--- config.mk ---
export PLATFORM = sky130hd
export DESIGN_NAME = pipeline_decode_hazard_branch_unit_flat
export DESIGN_NICKNAME = d
export VERILOG_FILES = /design/src/sv/pdhb_pkg.sv /design/src/sv/pdhb_in_if.sv /design/src/sv/pdhb_out_if.sv /design/src/sv/pdhb_decode.sv /design/src/sv/pipeline_decode_hazard_branch_unit.sv /design/src/flat_wrapper.sv
export SDC_FILE = /design/constraint.sdc
export NUM_CORES = 1
export LEC_CHECK = 0
export ABC_AREA = 0
export BUFFER_PORTS_ARGS = -buffer_cell sky130_fd_sc_hd__buf_2
export CORE_ASPECT_RATIO = 1.75
export CORE_MARGIN = 2
export CORE_UTILIZATION = 46
export DETAILED_ROUTE_END_ITERATION = 6
export PLACE_DENSITY_LB_ADDON = 0.12
export SYNTH_ARGS = -nofsm -noshare
export SYNTH_HDL_FRONTEND = slang
export SYNTH_SLANG_ARGS = --single-unit
--- constraint.sdc ---
create_clock -name clk -period 10.1 [get_ports clk]
set_input_delay 1.515 -clock clk [delete_from_list [all_inputs] [get_ports clk]]
set_output_delay 1.515 -clock clk [all_outputs]
set_load 0.02 [all_outputs]
--- src/sv/pdhb_pkg.sv ---
package pdhb_pkg;

  // Fixed field widths
  localparam int WORD_BITS  = 32;
  localparam int OP_BITS    = 8;
  localparam int REG_BITS   = 4;
  localparam int IMM_BITS   = 12;
  localparam int FPC_BITS   = 10;
  localparam int LINK_BITS  = 11;
  localparam int STAGES     = 3;
  localparam int DESTS_BITS = STAGES * REG_BITS;

  // Default program counter width
  localparam int PC_BITS_DEF = 10;

  // Opcodes with special handling
  localparam logic [OP_BITS-1:0] OP_BEQ   = 8'd9;
  localparam logic [OP_BITS-1:0] OP_BNE   = 8'd10;
  localparam logic [OP_BITS-1:0] OP_BLT   = 8'd11;
  localparam logic [OP_BITS-1:0] OP_BGT   = 8'd12;
  localparam logic [OP_BITS-1:0] OP_BLE   = 8'd13;
  localparam logic [OP_BITS-1:0] OP_BGE   = 8'd14;
  localparam logic [OP_BITS-1:0] OP_JAL   = 8'd15;
  localparam logic [OP_BITS-1:0] OP_LOAD  = 8'd16;
  localparam logic [OP_BITS-1:0] OP_STORE = 8'd17;
  localparam logic [OP_BITS-1:0] OP_HALT  = 8'd20;

  // Register indices with fixed meaning
  localparam logic [REG_BITS-1:0] REG_ZERO = 4'd0;
  localparam logic [REG_BITS-1:0] REG_IMM  = 4'd1;

  typedef struct packed {
    logic                  slot_valid;
    logic [WORD_BITS-1:0]  instruction;
    logic [FPC_BITS-1:0]   fetch_pc;
    logic [WORD_BITS-1:0]  src_a_raw;
    logic [WORD_BITS-1:0]  src_b_raw;
    logic [WORD_BITS-1:0]  dest_raw;
    logic [DESTS_BITS-1:0] later_dests;
    logic [STAGES-1:0]     later_writes;
  } dec_in_t;

  typedef struct packed {
    logic                 stall_res;
    logic                 redirect;
    logic [FPC_BITS-1:0]  target_pc;
    logic                 link_write;
    logic [LINK_BITS-1:0] link_value;
    logic                 halt;
    logic                 issue_valid;
    logic [OP_BITS-1:0]   opcode_out;
    logic [WORD_BITS-1:0] dest_or_store;
    logic [WORD_BITS-1:0] src_a_value;
    logic [WORD_BITS-1:0] src_b_value;
    logic                 writes_register;
  } dec_out_t;

endpackage

--- src/sv/pdhb_in_if.sv ---
interface pdhb_in_if import pdhb_pkg::*; ();
  logic    valid;
  logic    ready;
  dec_in_t data;

  modport source (output valid, output data, input ready);
  modport sink (input valid, input data, output ready);
endinterface

--- src/sv/pdhb_out_if.sv ---
interface pdhb_out_if import pdhb_pkg::*; ();
  logic     valid;
  logic     ready;
  dec_out_t data;

  modport source (output valid, output data, input ready);
  modport sink (input valid, input data, output ready);
endinterface

--- src/sv/pdhb_decode.sv ---
module pdhb_decode import pdhb_pkg::*; #(
  parameter int PC_BITS = PC_BITS_DEF
) (
  input  dec_in_t  item,
  output dec_out_t result
);

  // Target and link bits kept under the pc width
  localparam int KEEP = (PC_BITS < FPC_BITS) ? PC_BITS : FPC_BITS;

  logic [OP_BITS-1:0]   op;
  logic [REG_BITS-1:0]  rd;
  logic [REG_BITS-1:0]  rs;
  logic [REG_BITS-1:0]  rt;
  logic [WORD_BITS-1:0] imm_ext;
  logic [WORD_BITS-1:0] a;
  logic [WORD_BITS-1:0] b;
  logic [WORD_BITS-1:0] d;
  logic [FPC_BITS-1:0]  pc_mask;
  logic                 checked;
  logic                 hazard;
  logic                 is_branch;
  logic                 taken;
  logic [REG_BITS-1:0]  dst;

  // Field split and operand resolution
  always_comb begin
    op      = item.instruction[31:24];
    rd      = item.instruction[23:20];
    rs      = item.instruction[19:16];
    rt      = item.instruction[15:12];
    imm_ext = {{(WORD_BITS-IMM_BITS){item.instruction[IMM_BITS-1]}},
               item.instruction[IMM_BITS-1:0]};
    a = (rs == REG_ZERO) ? '0 : (rs == REG_IMM) ? imm_ext : item.src_a_raw;
    b = (rt == REG_ZERO) ? '0 : (rt == REG_IMM) ? imm_ext : item.src_b_raw;
    d = (rd == REG_ZERO) ? '0 : (rd == REG_IMM) ? imm_ext : item.dest_raw;
    for (int i = 0; i < FPC_BITS; i++) begin
      pc_mask[i] = (i < KEEP);
    end
  end

  // Read-after-write check against the later stages
  always_comb begin
    checked = (op <= OP_BGE) || (op == OP_LOAD) || (op == OP_STORE);
    hazard  = 1'b0;
    dst     = '0;
    for (int s = 0; s < STAGES; s++) begin
      dst = item.later_dests[s*REG_BITS +: REG_BITS];
      if (item.later_writes[s]) begin
        if ((rs > REG_IMM && rs == dst) || (rt > REG_IMM && rt == dst) ||
            (op == OP_STORE && rd > REG_IMM && rd == dst)) begin
          hazard = 1'b1;
        end
      end
    end
    hazard = hazard && checked;
  end

  // Branch condition
  always_comb begin
    is_branch = (op >= OP_BEQ) && (op <= OP_BGE);
    case (op)
      OP_BEQ:  taken = (a == b);
      OP_BNE:  taken = (a != b);
      OP_BLT:  taken = ($signed(a) < $signed(b));
      OP_BGT:  taken = ($signed(b) < $signed(a));
      OP_BLE:  taken = !($signed(b) < $signed(a));
      OP_BGE:  taken = !($signed(a) < $signed(b));
      default: taken = 1'b0;
    endcase
  end

  // Result assembly: bubble and stall give an otherwise empty result
  always_comb begin
    result = '0;
    if (item.slot_valid) begin
      if (hazard) begin
        result.stall_res = 1'b1;
      end else begin
        if (is_branch && taken) begin
          result.redirect  = 1'b1;
          result.target_pc = d[FPC_BITS-1:0] & pc_mask;
        end else if (op == OP_JAL) begin
          result.redirect   = 1'b1;
          result.target_pc  = d[FPC_BITS-1:0] & pc_mask;
          result.link_write = 1'b1;
          result.link_value = {1'b0, item.fetch_pc & pc_mask} + LINK_BITS'(1);
        end else if (op == OP_HALT) begin
          result.halt = 1'b1;
        end
        result.issue_valid     = 1'b1;
        result.opcode_out      = op;
        result.dest_or_store   = (op == OP_STORE) ? d : {{(WORD_BITS-REG_BITS){1'b0}}, rd};
        result.src_a_value     = a;
        result.src_b_value     = b;
        result.writes_register = (op < OP_BEQ) || (op == OP_JAL) || (op == OP_LOAD);
      end
    end
  end

endmodule

--- src/sv/pipeline_decode_hazard_branch_unit.sv ---
// Channel   Dir  Carries
// -------   ---  -------------------------------------------------------
// instr_in  in   decode latch, register reads, later-stage dests/writes
// dec_out   out  stall, redirect/target, link, halt, issue and operands
//
// One item per clock while dec_out is ready: an input register and a
// result register with the decode logic between them.
// Synchronous active-high rst clears both valid flags; payload is not reset.
// A full result register that is not taken holds the input register, which
// still takes a new item when it is empty or moving on.
module pipeline_decode_hazard_branch_unit import pdhb_pkg::*; #(
  parameter int PC_BITS = PC_BITS_DEF
) (
  input logic         clk,
  input logic         rst,
  pdhb_in_if.sink     instr_in,
  pdhb_out_if.source  dec_out
);

  logic     s1_valid;
  dec_in_t  s1_data;
  logic     out_valid;
  dec_out_t out_data;
  dec_out_t result;
  logic     out_free;
  logic     s1_free;

  // Ready chain
  assign out_free       = !out_valid || dec_out.ready;
  assign s1_free        = !s1_valid || out_free;
  assign instr_in.ready = s1_free;

  // Input register
  always_ff @(posedge clk) begin
    if (rst) begin
      s1_valid <= 1'b0;
    end else if (s1_free) begin
      s1_valid <= instr_in.valid;
    end
  end

  always_ff @(posedge clk) begin
    if (s1_free && instr_in.valid) begin
      s1_data <= instr_in.data;
    end
  end

  pdhb_decode #(
    .PC_BITS (PC_BITS)
  ) u_decode (
    .item   (s1_data),
    .result (result)
  );

  // Result register
  always_ff @(posedge clk) begin
    if (rst) begin
      out_valid <= 1'b0;
    end else if (out_free) begin
      out_valid <= s1_valid;
    end
  end

  always_ff @(posedge clk) begin
    if (out_free && s1_valid) begin
      out_data <= result;
    end
  end

  assign dec_out.valid = out_valid;
  assign dec_out.data  = out_data;

endmodule

--- src/flat_wrapper.sv ---
// flat-port wrapper written by rule: the top's interface ports become plain ports
module pipeline_decode_hazard_branch_unit_flat import pdhb_pkg::*;
#(
  parameter int PC_BITS = PC_BITS_DEF
)
  (clk, rst, instr_in_valid, instr_in_data, instr_in_ready, dec_out_valid, dec_out_data, dec_out_ready);
  pdhb_in_if instr_in_i ();
  pdhb_out_if dec_out_i ();
  input logic clk;
  input logic rst;
  input wire logic [$bits(instr_in_i.valid)-1:0] instr_in_valid;
  input wire logic [$bits(instr_in_i.data)-1:0] instr_in_data;
  output wire logic [$bits(instr_in_i.ready)-1:0] instr_in_ready;
  output wire logic [$bits(dec_out_i.valid)-1:0] dec_out_valid;
  output wire logic [$bits(dec_out_i.data)-1:0] dec_out_data;
  input wire logic [$bits(dec_out_i.ready)-1:0] dec_out_ready;
  assign instr_in_i.valid = instr_in_valid;
  assign instr_in_i.data = instr_in_data;
  assign instr_in_ready = instr_in_i.ready;
  assign dec_out_valid = dec_out_i.valid;
  assign dec_out_data = dec_out_i.data;
  assign dec_out_i.ready = dec_out_ready;
  pipeline_decode_hazard_branch_unit #(.PC_BITS(PC_BITS)) u_core (.clk(clk), .rst(rst), .instr_in(instr_in_i), .dec_out(dec_out_i));
endmodule
* Word-level counts from Yosys, hierarchy flattened
Cells that the tools add are included.
** Cells by class
- Add/subtract/negate cells :: 1
- Magnitude comparators :: 8
- Equality and inequality tests :: 24
- Muxes and demuxes :: 19
- Bitwise operators :: 3
- Reductions and logical operators :: 40
** Operators with widths (count)
- $mux W32 :: 7
- $mux W106 :: 1
- $lt A32 B32 Y1 :: 2
- $eq A8 B4 Y1 const B :: 7
- $eq A4 B4 Y1 :: 9
- $eq A32 B32 Y1 :: 1
- $ne A32 B32 Y1 :: 1
- $eq A8 B5 Y1 const B :: 3
- $mux W23 :: 1
- $logic_and A1 B1 Y1 :: 15
- $eq A4 B1 Y1 const B :: 3
- $gt A4 B1 Y1 const B :: 3
- $logic_not A4 Y1 :: 3
- $logic_or A1 B1 Y1 :: 12
- $reduce_or A4 Y1 :: 3
- $add A10 B1 Y11 const B :: 1
- $mux W11 :: 1
- $ge A8 B4 Y1 const B :: 1
- $le A8 B4 Y1 const B :: 1
- $lt A8 B4 Y1 const B :: 1
- $mux W1 :: 8
- $pmux W1 S6 :: 1
- $reduce_or A3 Y1 :: 2
- $logic_not A1 Y1 :: 4
- other kinds (2) :: 4
** Word-level totals
- Register bits after elaboration :: 287
- Output and inout bits :: 133
- Word-level logic and storage cells :: 119

* Longest topological paths before layout
- Word-level depth :: 12
- Gate-level depth with buffers :: 15
- Gate-level depth less buffers :: 12

* Cells and area by module
From an unflattened synthesis, not the netlist that was laid out.
** Unflattened totals
- Cell total of the unflattened synthesis :: 846
- Area, all modules :: 11971.5 µm²
** Modules (own cells, without submodules)
- pipeline_decode_hazard_branch_unit :: instances 1, cells each 295, area each 8662.1 µm², sequential area each 8598.2 µm²
- pdhb_decode :: instances 1, cells each 551, area each 3309.4 µm², sequential area each 0.0 µm²

* Worst setup path before layout
No wires, ideal clock.
- Path kind :: input-to-reg
- From :: input port dec_out_ready
- To :: register u_core.out_data (netlist bit u_core.dec_out.data[0]) (enable)
- Setup time :: 0.639 ns
- Arrival :: 7.386 ns
- Setup slack :: 2.075 ns
- Stages on the path :: 2
- Path buffers :: 0
- Path through :: nor2b_1 nor2b_1
** Between the ends
- Word-level cells in the longest chain between the ends :: 2
** Ends and longest elaborated chain
- start, declared :: RTL line flat_wrapper.sv:16 : input wire logic [$bits(dec_out_i.ready)-1:0] dec_out_ready;
- $logic_or A1 B1 Y1 :: RTL line pipeline_decode_hazard_branch_unit.sv:29 : assign out_free = !out_valid || dec_out.ready;
- $logic_and A1 B1 Y1 :: RTL line pipeline_decode_hazard_branch_unit.sv:65 : if (out_free && s1_valid) begin
- end signal, assigned :: RTL line pipeline_decode_hazard_branch_unit.sv:66 : out_data <= result;
- end, declared :: RTL line pipeline_decode_hazard_branch_unit.sv:23 : dec_out_t out_data;
No other way between the ends.
A chain may end at the register's enable or synchronous reset.

* Worst setup path after layout
- From :: register u_core.s1_data[140] in the netlist's numbering
- To :: register u_core.out_data (netlist bit u_core.dec_out.data[119]), data pin
** Between the ends
- Elaborated cells between the ends (all ways) :: 34
- Classes of those cells :: order compare (3); eq/ne (6); mux (10); reduce/logical (15)
** RTL lines
- start, declared :: RTL line pipeline_decode_hazard_branch_unit.sv:21 : dec_in_t s1_data;
- start signal, assigned :: RTL line pipeline_decode_hazard_branch_unit.sv:44 : s1_data <= instr_in.data;
- $eq A4 B1 Y1 :: RTL line pdhb_decode.sv:34 : a = (rs == REG_ZERO) ? '0 : (rs == REG_IMM) ? imm_ext : item.src_a_raw;
- $mux W32 :: RTL line pdhb_decode.sv:34
- $mux W32 * :: RTL line pdhb_decode.sv:34
- via u_core.u_decode.a[14] :: RTL line pdhb_decode.sv:16 : logic [WORD_BITS-1:0] a;
- $lt A32 B32 Y1 (on tied branches)
- $logic_not A1 Y1 (on tied branches) :: RTL line pdhb_decode.sv:68, pdhb_decode.sv:67
- $pmux W1 S6 * :: RTL line pdhb_decode.sv:62 : case (op)
- $logic_and A1 B1 Y1 * :: RTL line pdhb_decode.sv:80 : if (is_branch && taken) begin
- $mux W11 * :: RTL line pdhb_decode.sv:80
The timed path passes the listed nets; every way through them passes the cells marked *.

==> metrics.yaml <==
run_status:
  status: "finished, final reports clean"
synth:
  syn-cell-area_um2: 11940
  synth_cell_types: 51
  synth-edff-count: 285
  synth_top_area_frac: 0.7169
  syn_inst: 869
  synth_area_leader_cell: "edfxtp_1"
  synthArstFlopShare: 0
  syn_avg_cell_area_um2: 13.74
  ys_dominant_reg_cell: "edfxtp_1"
  ys_ff_latch: 287
  synth.area.top_cells: "edfxtp_1 (72%), nor2_1 (3.6%), ha_1 (3.5%), a21oi_1 (3.4%), xnor2_1 (2.5%)"
  yosysWarningCount: 0
  ys_top_cells_by_count: "edfxtp_1 (285), nor2_1 (113), a21oi_1 (82)"
  ys_seq_area_frac: 0.7203
  syn_nets: 1060
  synth_most_common_cell: "edfxtp_1"
route:
  dr.pass1.iters: 5
  viasPerCell: 5.296
  drtAntennaViolNets: 0
  routed_wl_mm: 30.15
  wl_per_cell_um: 20.29
  drtIter0Drc: 503
  drc: 0
  vias: 7870
floorplanning:
  die_h_um: 217.1
  start_util: 0.4633
  die_w_um: 125.8
  dieArea_um2: 27310
  ios: 291
  core-area_um2: 25760
  num_rows: 78
sta:
  fin_skew_ns: 0.01282
  worst_pin_slew_ns: 1.136
  tns_ns: 0
  finalHoldViolations: 0
  rsz0062_at_grt: "no"
  slew_headroom: 0.2412
  slew_viol_final: 0
  fmax_mhz: 197.3
  finalSetupViolCount: 0
  period_minus_slack_ns: 5.068
  min_period_over_period: 0.5018
setup_path:
  crit_type: "reg -> reg"
  path_max_fanout: 42
  required_ns: 10.35
  cp-start-kind: "flip-flop"
  critPathCaptureType: "flip-flop"
  arrival_ns: 5.32
clocking:
  htreeDepth: 1
  tritoncts: "done"
  cts_sinks: 287
  holdBufCountCts: 0
  clkTransAtPathRegs_ns: 0.06
  post_cts_resized: 0
  clockBufferDepth: 3
  clk_latency_ns: 0.56
  cts-root-buf: "clkbuf_16"
  postCtsSetupBuffers: 0
  numCtsBuffers: 26
power:
  internal-power_w: 0.002079
  p_clk_frac: 0.382
  peakVddDrop_v: 0.0001503
  comb_power_share: 0.096
  seq_power_share: 0.522
  pwr_density_cell_nw_per_um2: 187.2
  sw_frac_of_total: 0.2368
  switching_power_w: 0.0006452
  p_leak_nw: 5.623
global_route:
  grt_pass1_vias: 8160
  track_usage: 0.2154
  grt.overflow.total: 0
  grt_pass1_wl_mm: 44.87
  grt_max_degree: 82
  antenna_found_initial: 3
min_path:
  hold_path_class: "reg -> reg"
cells_and_area:
  utilization: 0.5648
  drive_gt1_frac: 0.3090
  final_net_count: 1333
  syn_to_final_growth_pct: 21.90
flow_run:
  max-cap-violations: 0
placed_design:
  gp_congestion: 0.8113
  hpwlAfterDp_mm: 21.64
  port_buffers: 290
[routing by layer]
| metal | GRT usage | wire length [um] | part of all wire | vias to the layer above |
|---|---|---|---|---|
| li1 | - | - | - | 3774 |
| met1 | 0.2366 | 10680 | 0.35 | 3736 |
| met2 | 0.4058 | 16470 | 0.55 | 295 |
| met3 | 0.03196 | 1741 | 0.058 | 65 |
| met4 | 0.09853 | 1270 | 0.042 | 0 |
| met5 | 0 | 0 | 0 | - |
[power by group through the flow]
stage / sequential (W) / combinational [W] / clock (W)
2_1_floorplan: 0.00147 / 0.000137 / 0
4_1_cts: 0.00142 / 0.000266 / 0.00106
6_report: 0.00142 / 0.000263 / 0.00104
5_1_grt: 0.00143 / 0.000289 / 0.00110
3_5_place_dp: 0.00145 / 0.000265 / 0
3_3_place_gp: 0.00145 / 0.000261 / 0
[state kept, by name, summed over array words and instances (netlist names)]
register,flops
u_core.s1_data,154
u_core.dec_out.data,131
u_core.dec_out.valid,1
u_core.s1_valid,1
[metrics by stage]
stage | total power, W | worst slack (ns) | cell area [um2] | hold WS (ns) | instances
floorplan | 0.001611 | 2.075 | 11940 | 0.4778 | 869
detailed placement | 0.001713 | 5.043 | 13640 | 0.5147 | 1434
CTS | 0.002749 | 5.012 | 14540 | 0.5243 | 1482
finish | 0.002724 | 5.032 | 14550 | 0.5253 | 1486
global route | 0.002820 | 4.647 | 14550 | 0.5530 | 1484
global placement | 0.001709 | 5.147 | 13640 | 0.5161 | 1434
[worst max-delay path: stages (launching register included)]
cell and delay, ns:
edfxtp_1 0.53, or3_1 0.68, a21oi_4 0.22, buf_4 0.40
nor2_1 0.11, ha_1 0.33, nand4_1 0.24, or4_1 0.62
o211ai_1 0.25, a31oi_1 0.15, o2bb2ai_1 0.14, o31ai_1 0.08
nor2b_1 0.87, a2111oi_2 0.11
[kinds of logic (layout without fill, tap and decap cells)]
family | after synthesis | after routing | share of synthesized area
buffers and inverters | 63 | 356 | 0.02400
XOR/XNOR | 42 | 42 | 0.03081
other | 0 | 4 | 0
AND/OR/NAND/NOR | 319 | 319 | 0.1285
flip-flops | 287 | 287 | 0.7203
multiplexers | 1 | 1 | 0.0008385
adder cells (fa/ha/maj) | 33 | 33 | 0.03459
AO/OA/AOI/OAI | 124 | 124 | 0.06100
[placed cells by master, fill, tap and decap left out, types with 2 or more instances in the layout]
master,instances
a21o_1,2
dfxtp_1,2
buf_2,290
a211oi_1,2
a211o_1,2
clkinv_1,5
a21oi_1,81
bufinv_16,5
diode_2,4
and2_1,5
nor3_1,29
nand2_1,65
nor2_1,113
xor2_1,8
nor3_2,2
nor3b_1,2
clkbuf_16,26
ha_1,33
inv_1,8
a22oi_1,6
o21ai_0,8
nand4_1,16
o31ai_1,2
xnor2_1,34
nor2b_1,14
edfxtp_1,285
o22ai_1,2
and3_1,17
or4_4,2
a31oi_1,5
nor4_2,2
clkinv_2,9
o211ai_1,4
or3_1,4
nand3_1,26
buf_4,9
nor4_1,12
[path summary, 6_finish.rpt]
kind / to / slack, ns / cells after the start / from
max: u_core.dec_out.data[119]$_SDFFCE_PP0P_ / 5.03 / 13 / u_core.s1_data[140]$_DFFE_PP_
min: u_core.dec_out.valid$_SDFFE_PP0P_ / 0.53 / 2 / u_core.s1_valid$_SDFFE_PP0N_
max reg2reg: u_core.dec_out.data[119]$_SDFFCE_PP0P_ / 5.03 / 13 / u_core.s1_data[140]$_DFFE_PP_
min reg2reg: u_core.dec_out.valid$_SDFFE_PP0P_ / 0.53 / 2 / u_core.s1_valid$_SDFFE_PP0N_
[area by class of cell]
| class | instances | area (um2) |
|---|---|---|
| clock inverter | 22 | 246.5 |
| sequential | 287 | 8598 |
| fill | 2163 | 11210 |
| multi-input combinational | 519 | 3093 |
| antenna | 4 | 10.01 |
| clock buffer | 26 | 650.6 |
| inverter | 9 | 33.78 |
| timing repair buffer | 299 | 1519 |
| tap | 320 | 400.4 |
Power figures use the tool's default switching activity.
